==> config.mk <==
export PLATFORM = sky130hd
export DESIGN_NAME = vol2col_patch_address_gen_unit
export DESIGN_NICKNAME = d
export VERILOG_FILES = /design/src/rtl/v2c_pkg.sv /design/src/rtl/vol2col_patch_address_gen_unit.sv /design/src/rtl/v2c_front.sv /design/src/rtl/v2c_tap_seq.sv /design/src/rtl/v2c_addr_pipe.sv
export SDC_FILE = /design/constraint.sdc
export NUM_CORES = 2
export LEC_CHECK = 0
export ABC_AREA = 0
export BUFFER_PORTS_ARGS = -buffer_cell sky130_fd_sc_hd__buf_2
export CAP_MARGIN = 25
export CELL_PAD_IN_SITES_DETAIL_PLACEMENT = 1
export CELL_PAD_IN_SITES_GLOBAL_PLACEMENT = 1
export CORE_MARGIN = 4
export CORE_UTILIZATION = 56
export CTS_BUF_LIST = sky130_fd_sc_hd__clkbuf_2 sky130_fd_sc_hd__clkbuf_4 sky130_fd_sc_hd__clkbuf_8
export CTS_CLUSTER_DIAMETER = 150
export CTS_CLUSTER_SIZE = 8
export DETAILED_ROUTE_END_ITERATION = 8
export PLACE_DENSITY = 0.95
export SYNTH_ARGS = -nofsm -noshare
export SYNTH_HDL_FRONTEND = slang
export SYNTH_HIERARCHICAL = 1
export SYNTH_SLANG_ARGS = --single-unit
==> constraint.sdc <==
create_clock -name clk -period 12 [get_ports clk]
set_input_delay 3 -clock clk [delete_from_list [all_inputs] [get_ports clk]]
set_output_delay 3 -clock clk [all_outputs]
set_load 0.1 [all_outputs]
==> src/rtl/v2c_pkg.sv <==
// v2c_pkg: shared types, widths, register codes and the axis clamp function
// for the vol2col patch address generator. Depends on nothing.
`default_nettype none

package v2c_pkg;

  // Default kernel extents
  localparam int KT_DEF = 3;
  localparam int KH_DEF = 3;
  localparam int KW_DEF = 3;

  // Position queue depth between front and back
  localparam int QDEPTH    = 2;
  localparam int QPTR_W    = (QDEPTH > 1) ? $clog2(QDEPTH) : 1;
  localparam int QCNT_W    = $clog2(QDEPTH + 1);

  // Field and datapath widths
  localparam int POS_W     = 10;
  localparam int ROW_W     = 28;
  localparam int TAP_W     = 6;
  localparam int DEPTH_W   = 9;
  localparam int SIZE_W    = 11;
  localparam int PAD_W     = 2;
  localparam int CFG_W     = 11;
  localparam int CFG_IDX_W = 3;
  localparam int COORD_W   = 12;
  localparam int AT_W      = DEPTH_W;
  localparam int HW_W      = 2 * SIZE_W;
  localparam int P1_W      = AT_W + HW_W;
  localparam int P2_W      = 2 * SIZE_W;

  // Register reset values
  localparam logic [DEPTH_W-1:0] DEPTH_RST  = DEPTH_W'(16);
  localparam logic [SIZE_W-1:0]  HEIGHT_RST = SIZE_W'(16);
  localparam logic [SIZE_W-1:0]  WIDTH_RST  = SIZE_W'(16);
  localparam logic [PAD_W-1:0]   PAD_RST    = PAD_W'(1);

  typedef enum logic [CFG_IDX_W-1:0] {
    REG_DEPTH_IN   = 3'd0,
    REG_HEIGHT_IN  = 3'd1,
    REG_WIDTH_IN   = 3'd2,
    REG_PAD_DEPTH  = 3'd3,
    REG_PAD_HEIGHT = 3'd4,
    REG_PAD_WIDTH  = 3'd5,
    REG_ZERO_MODE  = 3'd6
  } cfg_reg_t;

  typedef struct packed {
    logic [POS_W-1:0] t;
    logic [POS_W-1:0] h;
    logic [POS_W-1:0] w;
  } pos_t;

  // Queue head as seen by the tap sequencer
  typedef struct packed {
    logic vld;
    pos_t pos;
  } head_t;

  // One classified tap request leaving the sequencer
  typedef struct packed {
    logic              vld;
    logic [AT_W-1:0]   at;
    logic [SIZE_W-1:0] ah;
    logic [SIZE_W-1:0] aw;
    logic              fill;
    logic [TAP_W-1:0]  tap;
    logic              last;
  } tap_req_t;

  typedef struct packed {
    logic              outside;
    logic [SIZE_W-1:0] val;
  } axis_t;

  // Clamp a signed coordinate into [0, size-1] and flag whether it was outside
  function automatic axis_t axis_fix(input logic [COORD_W-1:0] coord,
                                     input logic [SIZE_W-1:0] size);
    axis_t r;
    r.outside = 1'b0;
    r.val     = coord[SIZE_W-1:0];
    if (coord[COORD_W-1] || (size == '0)) begin
      r.outside = 1'b1;
      r.val     = '0;
    end else if (coord[SIZE_W-1:0] >= size) begin
      r.outside = 1'b1;
      r.val     = size - SIZE_W'(1);
    end
    return r;
  endfunction

endpackage

`default_nettype wire

==> src/rtl/vol2col_patch_address_gen_unit.sv <==
// vol2col_patch_address_gen_unit: configuration registers and the top-level
// wiring of the 3D patch gather address generator.
// Depends on v2c_pkg, v2c_front, v2c_tap_seq and v2c_addr_pipe.
//
// Usage: each input transfer carries one output position (t, h, w). For it the
// block emits KT*KH*KW gather requests, in kt, kh, kw order, on the result
// channel: a flattened input row index or a zero-fill marker, the tap number
// and a last flag on the final tap. Both channels use valid/stall; a transfer
// happens on a clock edge with valid high and stall low.
// Throughput: the tap sequencer issues one request per cycle while out_stall
// does not freeze it; a position has KT*KH*KW requests (27 with the default
// 3x3x3 kernel). A two-entry position queue sits in front, so following
// positions are taken while the current one is still being walked.
// Path: a position passes the queue, the sequencer's request register, the
// multiply stage and the result register before its first request is valid.
// Stalls: out_stall freezes the sequencer, the multiply and sum stages and the
// result register together; the queue keeps taking positions until full.
// Reset: synchronous, active low; queue and pipeline empty, registers return
// to 16x16x16 volume, padding 1, zero mode. Configuration is written through
// cfg_wr_en/cfg_index/cfg_wdata; the user must write it only while the block
// is idle, which the block does not enforce; unknown indices are ignored.
`default_nettype none

module vol2col_patch_address_gen_unit
  import v2c_pkg::*;
#(
  parameter int KT = KT_DEF,
  parameter int KH = KH_DEF,
  parameter int KW = KW_DEF
)
(
  input  wire logic                 clk,
  input  wire logic                 rst_n,
  input  wire logic                 cfg_wr_en,
  input  wire logic [CFG_IDX_W-1:0] cfg_index,
  input  wire logic [CFG_W-1:0]     cfg_wdata,
  input  wire logic                 in_valid,
  output logic                      in_stall,
  input  wire logic [POS_W-1:0]     in_out_t,
  input  wire logic [POS_W-1:0]     in_out_h,
  input  wire logic [POS_W-1:0]     in_out_w,
  output logic                      out_valid,
  input  wire logic                 out_stall,
  output logic [ROW_W-1:0]          out_row_index,
  output logic                      out_fill_zero,
  output logic [TAP_W-1:0]          out_tap,
  output logic                      out_last
);

  localparam int TAPS = KT * KH * KW;

  logic [DEPTH_W-1:0] depth_r;
  logic [SIZE_W-1:0]  height_r;
  logic [SIZE_W-1:0]  width_r;
  logic [PAD_W-1:0]   pad_d_r;
  logic [PAD_W-1:0]   pad_h_r;
  logic [PAD_W-1:0]   pad_w_r;
  logic               zero_mode_r;
  logic [HW_W-1:0]    hw_r;

  head_t    head;
  logic     pop;
  logic     advance;
  tap_req_t req;

  always_ff @(posedge clk) begin
    if (!rst_n) begin
      depth_r     <= DEPTH_RST;
      height_r    <= HEIGHT_RST;
      width_r     <= WIDTH_RST;
      pad_d_r     <= PAD_RST;
      pad_h_r     <= PAD_RST;
      pad_w_r     <= PAD_RST;
      zero_mode_r <= 1'b1;
    end else if (cfg_wr_en) begin
      case (cfg_reg_t'(cfg_index))
        REG_DEPTH_IN:   depth_r     <= cfg_wdata[DEPTH_W-1:0];
        REG_HEIGHT_IN:  height_r    <= cfg_wdata[SIZE_W-1:0];
        REG_WIDTH_IN:   width_r     <= cfg_wdata[SIZE_W-1:0];
        REG_PAD_DEPTH:  pad_d_r     <= cfg_wdata[PAD_W-1:0];
        REG_PAD_HEIGHT: pad_h_r     <= cfg_wdata[PAD_W-1:0];
        REG_PAD_WIDTH:  pad_w_r     <= cfg_wdata[PAD_W-1:0];
        REG_ZERO_MODE:  zero_mode_r <= cfg_wdata[0];
        default: ;
      endcase
    end
  end

  // Frame size in rows, registered from the height and width registers
  always_ff @(posedge clk) begin
    if (!rst_n) begin
      hw_r <= HW_W'(HEIGHT_RST) * HW_W'(WIDTH_RST);
    end else begin
      hw_r <= HW_W'(height_r) * HW_W'(width_r);
    end
  end

  v2c_front u_front (
    .clk      (clk),
    .rst_n    (rst_n),
    .in_valid (in_valid),
    .in_stall (in_stall),
    .in_out_t (in_out_t),
    .in_out_h (in_out_h),
    .in_out_w (in_out_w),
    .pop      (pop),
    .head     (head)
  );

  v2c_tap_seq #(
    .KT (KT),
    .KH (KH),
    .KW (KW)
  ) u_tap_seq (
    .clk        (clk),
    .rst_n      (rst_n),
    .advance    (advance),
    .head       (head),
    .pop        (pop),
    .depth_in   (depth_r),
    .height_in  (height_r),
    .width_in   (width_r),
    .pad_depth  (pad_d_r),
    .pad_height (pad_h_r),
    .pad_width  (pad_w_r),
    .zero_mode  (zero_mode_r),
    .req        (req)
  );

  v2c_addr_pipe u_addr_pipe (
    .clk           (clk),
    .rst_n         (rst_n),
    .req           (req),
    .hw            (hw_r),
    .width_in      (width_r),
    .advance       (advance),
    .out_valid     (out_valid),
    .out_stall     (out_stall),
    .out_row_index (out_row_index),
    .out_fill_zero (out_fill_zero),
    .out_tap       (out_tap),
    .out_last      (out_last)
  );

`ifndef SYNTH
  a_last_tap : assert property (@(posedge clk) disable iff (!rst_n)
    out_valid && out_last |-> out_tap == TAP_W'(TAPS - 1))
    else $error("last flag on a tap other than the final one");

  a_fill_row : assert property (@(posedge clk) disable iff (!rst_n)
    out_valid && out_fill_zero |-> out_row_index == '0)
    else $error("zero-fill request carries a non-zero row index");

  a_pop_head : assert property (@(posedge clk) disable iff (!rst_n)
    pop |-> head.vld && advance)
    else $error("queue popped without a live head");

  a_reset_empty : assert property (@(posedge clk)
    !rst_n |=> !out_valid)
    else $error("result valid straight after reset");
`endif

endmodule

`default_nettype wire

==> src/rtl/v2c_front.sv <==
// v2c_front: input acceptance and a short position queue feeding the back end.
// Depends on v2c_pkg.
`default_nettype none

module v2c_front
  import v2c_pkg::*;
(
  input  wire logic             clk,
  input  wire logic             rst_n,
  input  wire logic             in_valid,
  output logic                  in_stall,
  input  wire logic [POS_W-1:0] in_out_t,
  input  wire logic [POS_W-1:0] in_out_h,
  input  wire logic [POS_W-1:0] in_out_w,
  input  wire logic             pop,
  output head_t                 head
);

  pos_t              mem_r [QDEPTH];
  logic [QPTR_W-1:0] wr_ptr_r, wr_ptr_nxt;
  logic [QPTR_W-1:0] rd_ptr_r, rd_ptr_nxt;
  logic [QCNT_W-1:0] cnt_r, cnt_nxt;
  logic              push;
  logic              do_pop;

  assign in_stall = (cnt_r == QCNT_W'(QDEPTH));
  assign push     = in_valid && !in_stall;
  assign do_pop   = pop && (cnt_r != '0);

  assign head.vld = (cnt_r != '0);
  assign head.pos = mem_r[rd_ptr_r];

  always_comb begin
    wr_ptr_nxt = wr_ptr_r;
    rd_ptr_nxt = rd_ptr_r;
    cnt_nxt    = cnt_r;
    if (push) begin
      wr_ptr_nxt = (wr_ptr_r == QPTR_W'(QDEPTH - 1)) ? '0 : wr_ptr_r + QPTR_W'(1);
    end
    if (do_pop) begin
      rd_ptr_nxt = (rd_ptr_r == QPTR_W'(QDEPTH - 1)) ? '0 : rd_ptr_r + QPTR_W'(1);
    end
    if (push && !do_pop) begin
      cnt_nxt = cnt_r + QCNT_W'(1);
    end else if (do_pop && !push) begin
      cnt_nxt = cnt_r - QCNT_W'(1);
    end
  end

  always_ff @(posedge clk) begin
    if (!rst_n) begin
      wr_ptr_r <= '0;
      rd_ptr_r <= '0;
      cnt_r    <= '0;
    end else begin
      wr_ptr_r <= wr_ptr_nxt;
      rd_ptr_r <= rd_ptr_nxt;
      cnt_r    <= cnt_nxt;
    end
  end

  always_ff @(posedge clk) begin
    if (push) begin
      mem_r[wr_ptr_r] <= '{t: in_out_t, h: in_out_h, w: in_out_w};
    end
  end

endmodule

`default_nettype wire

==> src/rtl/v2c_tap_seq.sv <==
// v2c_tap_seq: walks the kernel taps of the queue head, forms and clamps the
// input coordinates and registers one classified request per cycle while the back end advances.
// Depends on v2c_pkg.
`default_nettype none

module v2c_tap_seq
  import v2c_pkg::*;
#(
  parameter int KT = KT_DEF,
  parameter int KH = KH_DEF,
  parameter int KW = KW_DEF
)
(
  input  wire logic               clk,
  input  wire logic               rst_n,
  input  wire logic               advance,
  input  head_t                   head,
  output logic                    pop,
  input  wire logic [DEPTH_W-1:0] depth_in,
  input  wire logic [SIZE_W-1:0]  height_in,
  input  wire logic [SIZE_W-1:0]  width_in,
  input  wire logic [PAD_W-1:0]   pad_depth,
  input  wire logic [PAD_W-1:0]   pad_height,
  input  wire logic [PAD_W-1:0]   pad_width,
  input  wire logic               zero_mode,
  output tap_req_t                req
);

  localparam int KT_W = (KT > 1) ? $clog2(KT) : 1;
  localparam int KH_W = (KH > 1) ? $clog2(KH) : 1;
  localparam int KW_W = (KW > 1) ? $clog2(KW) : 1;

  logic [KT_W-1:0]  kt_r, kt_nxt;
  logic [KH_W-1:0]  kh_r, kh_nxt;
  logic [KW_W-1:0]  kw_r, kw_nxt;
  logic [TAP_W-1:0] tap_r, tap_nxt;
  logic             vld_r;
  tap_req_t         req_r;
  logic             take;
  logic             kt_end, kh_end, kw_end, last_tap;
  logic [COORD_W-1:0] ct, ch, cw;
  axis_t            ax_t, ax_h, ax_w;

  assign kt_end   = (kt_r == KT_W'(KT - 1));
  assign kh_end   = (kh_r == KH_W'(KH - 1));
  assign kw_end   = (kw_r == KW_W'(KW - 1));
  assign last_tap = kt_end && kh_end && kw_end;

  assign take = advance && head.vld;
  assign pop  = take && last_tap;

  assign ct = COORD_W'(head.pos.t) + COORD_W'(kt_r) - COORD_W'(pad_depth);
  assign ch = COORD_W'(head.pos.h) + COORD_W'(kh_r) - COORD_W'(pad_height);
  assign cw = COORD_W'(head.pos.w) + COORD_W'(kw_r) - COORD_W'(pad_width);

  assign ax_t = axis_fix(ct, SIZE_W'(depth_in));
  assign ax_h = axis_fix(ch, height_in);
  assign ax_w = axis_fix(cw, width_in);

  // Advance the tap counters, kw innermost
  always_comb begin
    kt_nxt  = kt_r;
    kh_nxt  = kh_r;
    kw_nxt  = kw_r;
    tap_nxt = tap_r;
    if (take) begin
      tap_nxt = last_tap ? '0 : tap_r + TAP_W'(1);
      kw_nxt  = kw_end ? '0 : kw_r + KW_W'(1);
      if (kw_end) begin
        kh_nxt = kh_end ? '0 : kh_r + KH_W'(1);
        if (kh_end) begin
          kt_nxt = kt_end ? '0 : kt_r + KT_W'(1);
        end
      end
    end
  end

  always_ff @(posedge clk) begin
    if (!rst_n) begin
      kt_r  <= '0;
      kh_r  <= '0;
      kw_r  <= '0;
      tap_r <= '0;
      vld_r <= 1'b0;
    end else begin
      kt_r  <= kt_nxt;
      kh_r  <= kh_nxt;
      kw_r  <= kw_nxt;
      tap_r <= tap_nxt;
      if (advance) begin
        vld_r <= head.vld;
      end
    end
  end

  always_ff @(posedge clk) begin
    if (take) begin
      req_r.vld  <= 1'b1;
      req_r.at   <= ax_t.val[AT_W-1:0];
      req_r.ah   <= ax_h.val;
      req_r.aw   <= ax_w.val;
      req_r.fill <= (ax_t.outside || ax_h.outside || ax_w.outside) && zero_mode;
      req_r.tap  <= tap_r;
      req_r.last <= last_tap;
    end
  end

  always_comb begin
    req     = req_r;
    req.vld = vld_r;
  end

endmodule

`default_nettype wire

==> src/rtl/v2c_addr_pipe.sv <==
// v2c_addr_pipe: turns clamped coordinates into the flattened row index over
// a multiply stage and a sum stage, and holds the result register.
// Depends on v2c_pkg.
`default_nettype none

module v2c_addr_pipe
  import v2c_pkg::*;
(
  input  wire logic              clk,
  input  wire logic              rst_n,
  input  tap_req_t               req,
  input  wire logic [HW_W-1:0]   hw,
  input  wire logic [SIZE_W-1:0] width_in,
  output logic                   advance,
  output logic                   out_valid,
  input  wire logic              out_stall,
  output logic [ROW_W-1:0]       out_row_index,
  output logic                   out_fill_zero,
  output logic [TAP_W-1:0]       out_tap,
  output logic                   out_last
);

  logic              s2_vld_r;
  logic [P1_W-1:0]   p1_r;
  logic [P2_W-1:0]   p2_r;
  logic [SIZE_W-1:0] aw_r;
  logic              fill_r;
  logic [TAP_W-1:0]  tap_r;
  logic              last_r;

  logic              out_vld_r;
  logic [ROW_W-1:0]  row_r;
  logic              ofill_r;
  logic [TAP_W-1:0]  otap_r;
  logic              olast_r;
  logic [ROW_W-1:0]  row_sum;

  // The whole back pipeline moves when the result register is free or taken
  assign advance = !out_vld_r || !out_stall;

  assign row_sum = p1_r[ROW_W-1:0] + ROW_W'(p2_r) + ROW_W'(aw_r);

  always_ff @(posedge clk) begin
    if (!rst_n) begin
      s2_vld_r  <= 1'b0;
      out_vld_r <= 1'b0;
    end else if (advance) begin
      s2_vld_r  <= req.vld;
      out_vld_r <= s2_vld_r;
    end
  end

  always_ff @(posedge clk) begin
    if (advance) begin
      p1_r    <= P1_W'(req.at) * P1_W'(hw);
      p2_r    <= P2_W'(req.ah) * P2_W'(width_in);
      aw_r    <= req.aw;
      fill_r  <= req.fill;
      tap_r   <= req.tap;
      last_r  <= req.last;
      row_r   <= fill_r ? '0 : row_sum;
      ofill_r <= fill_r;
      otap_r  <= tap_r;
      olast_r <= last_r;
    end
  end

  assign out_valid     = out_vld_r;
  assign out_row_index = row_r;
  assign out_fill_zero = ofill_r;
  assign out_tap       = otap_r;
  assign out_last      = olast_r;

endmodule

`default_nettype wire

==> results.md <==
- Highest-count cells in the layout ignoring fill and taps: 494 x sky130_fd_sc_hd__inv_1, 348 x sky130_fd_sc_hd__nand2_1, 317 x sky130_fd_sc_hd__fa_1, 263 x sky130_fd_sc_hd__and2_1, 259 x sky130_fd_sc_hd__ha_1
- Number of antenna violations at the first check in global routing: 0
- Minimum period implied by the final worst setup slack: 5.96 ns
- Highest clock frequency the design can meet: 168 MHz
- Area of the die: 55,000 sq um
- Wire length of the first global-routing pass: 140,000 microns
- Number of enable flip-flop cells after synthesis: 204
- Count of synthesis-stage warnings from yosys: 6
- Post-synthesis cell area: 28,800 sq um
- Number of library cell types mapped by synthesis: 90
- Final hold viol count: 0
- Post-synthesis area per instance: 9.67 sq um
- Total cell area at the placement stage: 29,700 sq um
- Cts repair resizes: 0
- Core area: 50,500 sq um
- Height of the chip: 235 microns
- Share of synthesized registers carrying an async set or reset: 0
- Half-perimeter wire length after placement: 69,000 microns
- Number of hold buffers added after cts: 0
- Crit path max-delay family: adder cells
- Arrival time of data at the critical path endpoint: 6.32 ns
- Net count of the mapped netlist: 3,600
- Floorplan die width: 235 microns
- Part of the Yosys area used for sequential elements: 0.269
- CP Capture Type: register
- Class of the most critical setup path: reg2reg
- I/O pin count: 87
- Register clock-pin slew on the reported worst setup and hold paths: 0.07 ns
- Final core utilization: 0.606
- Violation count after the first detailed-route iteration: 1,616
- I/O Buffers: 86
- Number of vias in the routed layout: 22.4k
- Total overflow reported by the global router: 0
- Number of clock buffers inserted by TritonCTS: 41
- Maximum Capacitance Violations: 0
- # H-tree levels: 2
- Global router's overall resource usage: 0.317
- Max-slew violation count: 0
- DRT Pass-1 Iters: 7
- Total setup buffers inserted after CTS: 0
- Setup repair after global routing missed its margin: false
- Final setup violation count: 0
- Synthesis-stage register bit count: 284
- Gate count after technology mapping: 2,975
- Root cell of the clock tree: sky130_fd_sc_hd__clkbuf_8
- Last weighted congestion value of the routability-driven placer: 0.932
- Total leakage power: 14.4 nW
- Worst max-slew margin expressed relative to the limit: 0.320
- Path class of the lowest-slack min-delay path: reg2reg
- Number of remaining DRC errors: 0
- Required time of the critical path: 12.37 ns
- Routed wirelength normalized by instance count: 23.8 microns
- Status: finished, final reports clean
- Post-route antenna net violation count: 0
- Pwr Density: 128 nW/um^2
- Largest net degree at the start of global routing: 83
- Primary FF master, synth: sky130_fd_sc_hd__edfxtp_1
- Max Root-Sink Buffers: 3
- TritonCTS clock tree: built
- Initial core utilization: 0.570
- Buf+Inv Stages, Crit Path: 3
- Cell at the slowest stage of the critical path: sky130_fd_sc_hd__dfxtp_1
- Cell area after layout: 30,600 sq um
- Signed area change from the synthesized netlist to the final layout: 6.39%
- Most common cell after layout, fill and taps aside: sky130_fd_sc_hd__inv_1
- Slew at the pin closest to its max-slew limit: 1.02 ns
- Number of clock sinks: 284
- Vias per cell: 6.03
- Crit-path cells: nand2_1 -> fa_1 -> fa_1 -> inv_1 -> ha_1 -> fa_1 -> inv_1 -> fa_1 -> inv_1 -> ha_1 -> a21o_1 -> a21oi_1 -> a21oi_1 -> o31a_1 -> a2bb2oi_2 -> nor2_1 -> a211o_1
- Final nets: 3,638
- Worst Skew: 0.0475 ns
- IR Drop Worst-Case VDD: 0.105 mV
- Delay of the slowest cell on the worst path: 0.69 ns
- Clock insertion delay at the later pin of the skew report: 0.66 ns
- Layout cells sized above 1: 0.0821
- Post-route clock period utilization: 0.496
- Startpoint class of the critical path: register
- Most numerous cell on the critical path: sky130_fd_sc_hd__fa_1
- Total negative slack for setup checks: 0 ns
- Total length of routed wires: 88,600 microns
- Number of placement rows: 82
- ANT cells: 0
- Via count of the first global-routing pass: 25.5k
- Maximum fanout along the worst path: 14
-- per-stage QoR --
stage / power (mW) / std cells / hold slack (ns) / setup WS, ns
after floorplan: 2.54 / 2975 / 0.400 / 4.38
after global placement: 2.85 / 3640 / 0.400 / 6.25
after detailed placement: 3.02 / 3640 / 0.406 / 5.82
after CTS: 3.90 / 3715 / 0.420 / 5.73
after global routing: 4.13 / 3717 / 0.426 / 5.78
final: 3.91 / 3717 / 0.419 / 6.04
-- metal layers --
metal,share of wire,GRT usage,vias up
met5,0,0,-
met4,0.057,0.156,0
met3,0.057,0.0490,342
met2,0.52,0.573,995
met1,0.37,0.366,11298
li1,-,-,9796
-- cell usage after synthesis, drive strengths merged, types with 6 or more instances --
cell type / n / share of area
dfxtp: 80 / 0.056
mux2: 30 / 0.012
a31o: 6 / 0.0021
o21ai: 70 / 0.012
o22ai: 6 / 0.0013
a31oi: 17 / 0.0037
and2: 263 / 0.057
nand3: 39 / 0.0070
nand4: 19 / 0.0044
nand2: 349 / 0.046
xor2: 36 / 0.011
a211o: 6 / 0.0018
a311oi: 7 / 0.0030
and3: 18 / 0.0041
clkbuf: 86 / 0.012
o21bai: 9 / 0.0023
nor3: 42 / 0.0082
nor2b: 28 / 0.0061
edfxtp: 204 / 0.21
mux2i: 16 / 0.0056
inv: 495 / 0.065
fa: 317 / 0.22
ha: 259 / 0.11
o211ai: 12 / 0.0033
a21boi: 36 / 0.0094
a211oi: 37 / 0.010
or4: 9 / 0.0023
nor2: 89 / 0.012
buf: 24 / 0.0052
o21a: 24 / 0.0063
or3: 17 / 0.0039
xnor2: 86 / 0.026
nand2b: 23 / 0.0050
a21o: 30 / 0.0078
a21oi: 98 / 0.018
nor4: 19 / 0.0041
-- power breakdown --
group / internal [mW] / switching (mW) / total (mW)
clock network: 0.438 / 0.421 / 0.859
registers: 1.24 / 0.157 / 1.40
logic: 0.563 / 1.09 / 1.65
-- worst register-to-register path, cell delays in order, from the launching register on --
cell	delay [ns]
sky130_fd_sc_hd__dfxtp_1	0.69
sky130_fd_sc_hd__nand2_1	0.17
sky130_fd_sc_hd__fa_1	0.54
sky130_fd_sc_hd__fa_1	0.52
sky130_fd_sc_hd__inv_1	0.06
sky130_fd_sc_hd__ha_1	0.32
sky130_fd_sc_hd__fa_1	0.54
sky130_fd_sc_hd__inv_1	0.08
sky130_fd_sc_hd__fa_1	0.58
sky130_fd_sc_hd__inv_1	0.06
sky130_fd_sc_hd__ha_1	0.37
sky130_fd_sc_hd__a21o_1	0.24
sky130_fd_sc_hd__a21oi_1	0.28
sky130_fd_sc_hd__a21oi_1	0.17
sky130_fd_sc_hd__o31a_1	0.33
sky130_fd_sc_hd__a2bb2oi_2	0.34
sky130_fd_sc_hd__nor2_1	0.15
sky130_fd_sc_hd__a211o_1	0.26
-- area by class of cell --
cell class                 count  area (sq um)
fill                        5647         19900
multi-input combinational   2083         18700
sequential                   284          7730
inverter                     498          1870
tap                          672           841
clock buffer                  71           790
timing repair buffer         105           613
clock inverter                 4          63.8
-- sequential cells by signal (all words and copies together) (netlist names), 2 cells and up, named ones only --
register and flops:
u_tap_seq/kt_r 2, pad_d_r 2, u_tap_seq/kw_r 2, u_addr_pipe/out_row_index 28, pad_h_r 2, u_tap_seq/kh_r 2
u_front/mem_r 60, u_front/cnt_r 2, u_tap_seq/tap_r 6, u_tap_seq/req 39, width_r 11, hw_r 22
depth_r 9, height_r 11, u_addr_pipe/aw_r 11, u_addr_pipe/p1_r 28, pad_w_r 2, u_addr_pipe/tap_r 6
u_addr_pipe/p2_r 22, u_addr_pipe/out_tap 6
-- cell families (layout without fill, tap and decap cells) --
family,after synthesis,count (layout),share of synthesized area
simple gates,940,940,0.166
buf+inv,608,678,0.0818
fa+ha+maj,576,576,0.333
compound gates,399,399,0.0953
flops,284,284,0.269
xor+xnor,122,122,0.0372
mux,46,46,0.0173
-- worst paths after layout --
kind	startpoint	to	slack (ns)	cells past startpoint
worst max register to register	width_r[4]	u_addr_pipe/p2_r[21]	6.04	17
worst max-delay path	width_r[4]	u_addr_pipe/p2_r[21]	6.04	17
worst min-delay path	u_tap_seq/req[10]	u_addr_pipe/aw_r[2]	0.42	0
worst min register to register	u_tap_seq/req[10]	u_addr_pipe/aw_r[2]	0.42	0
Power figures use the tool's default switching activity.
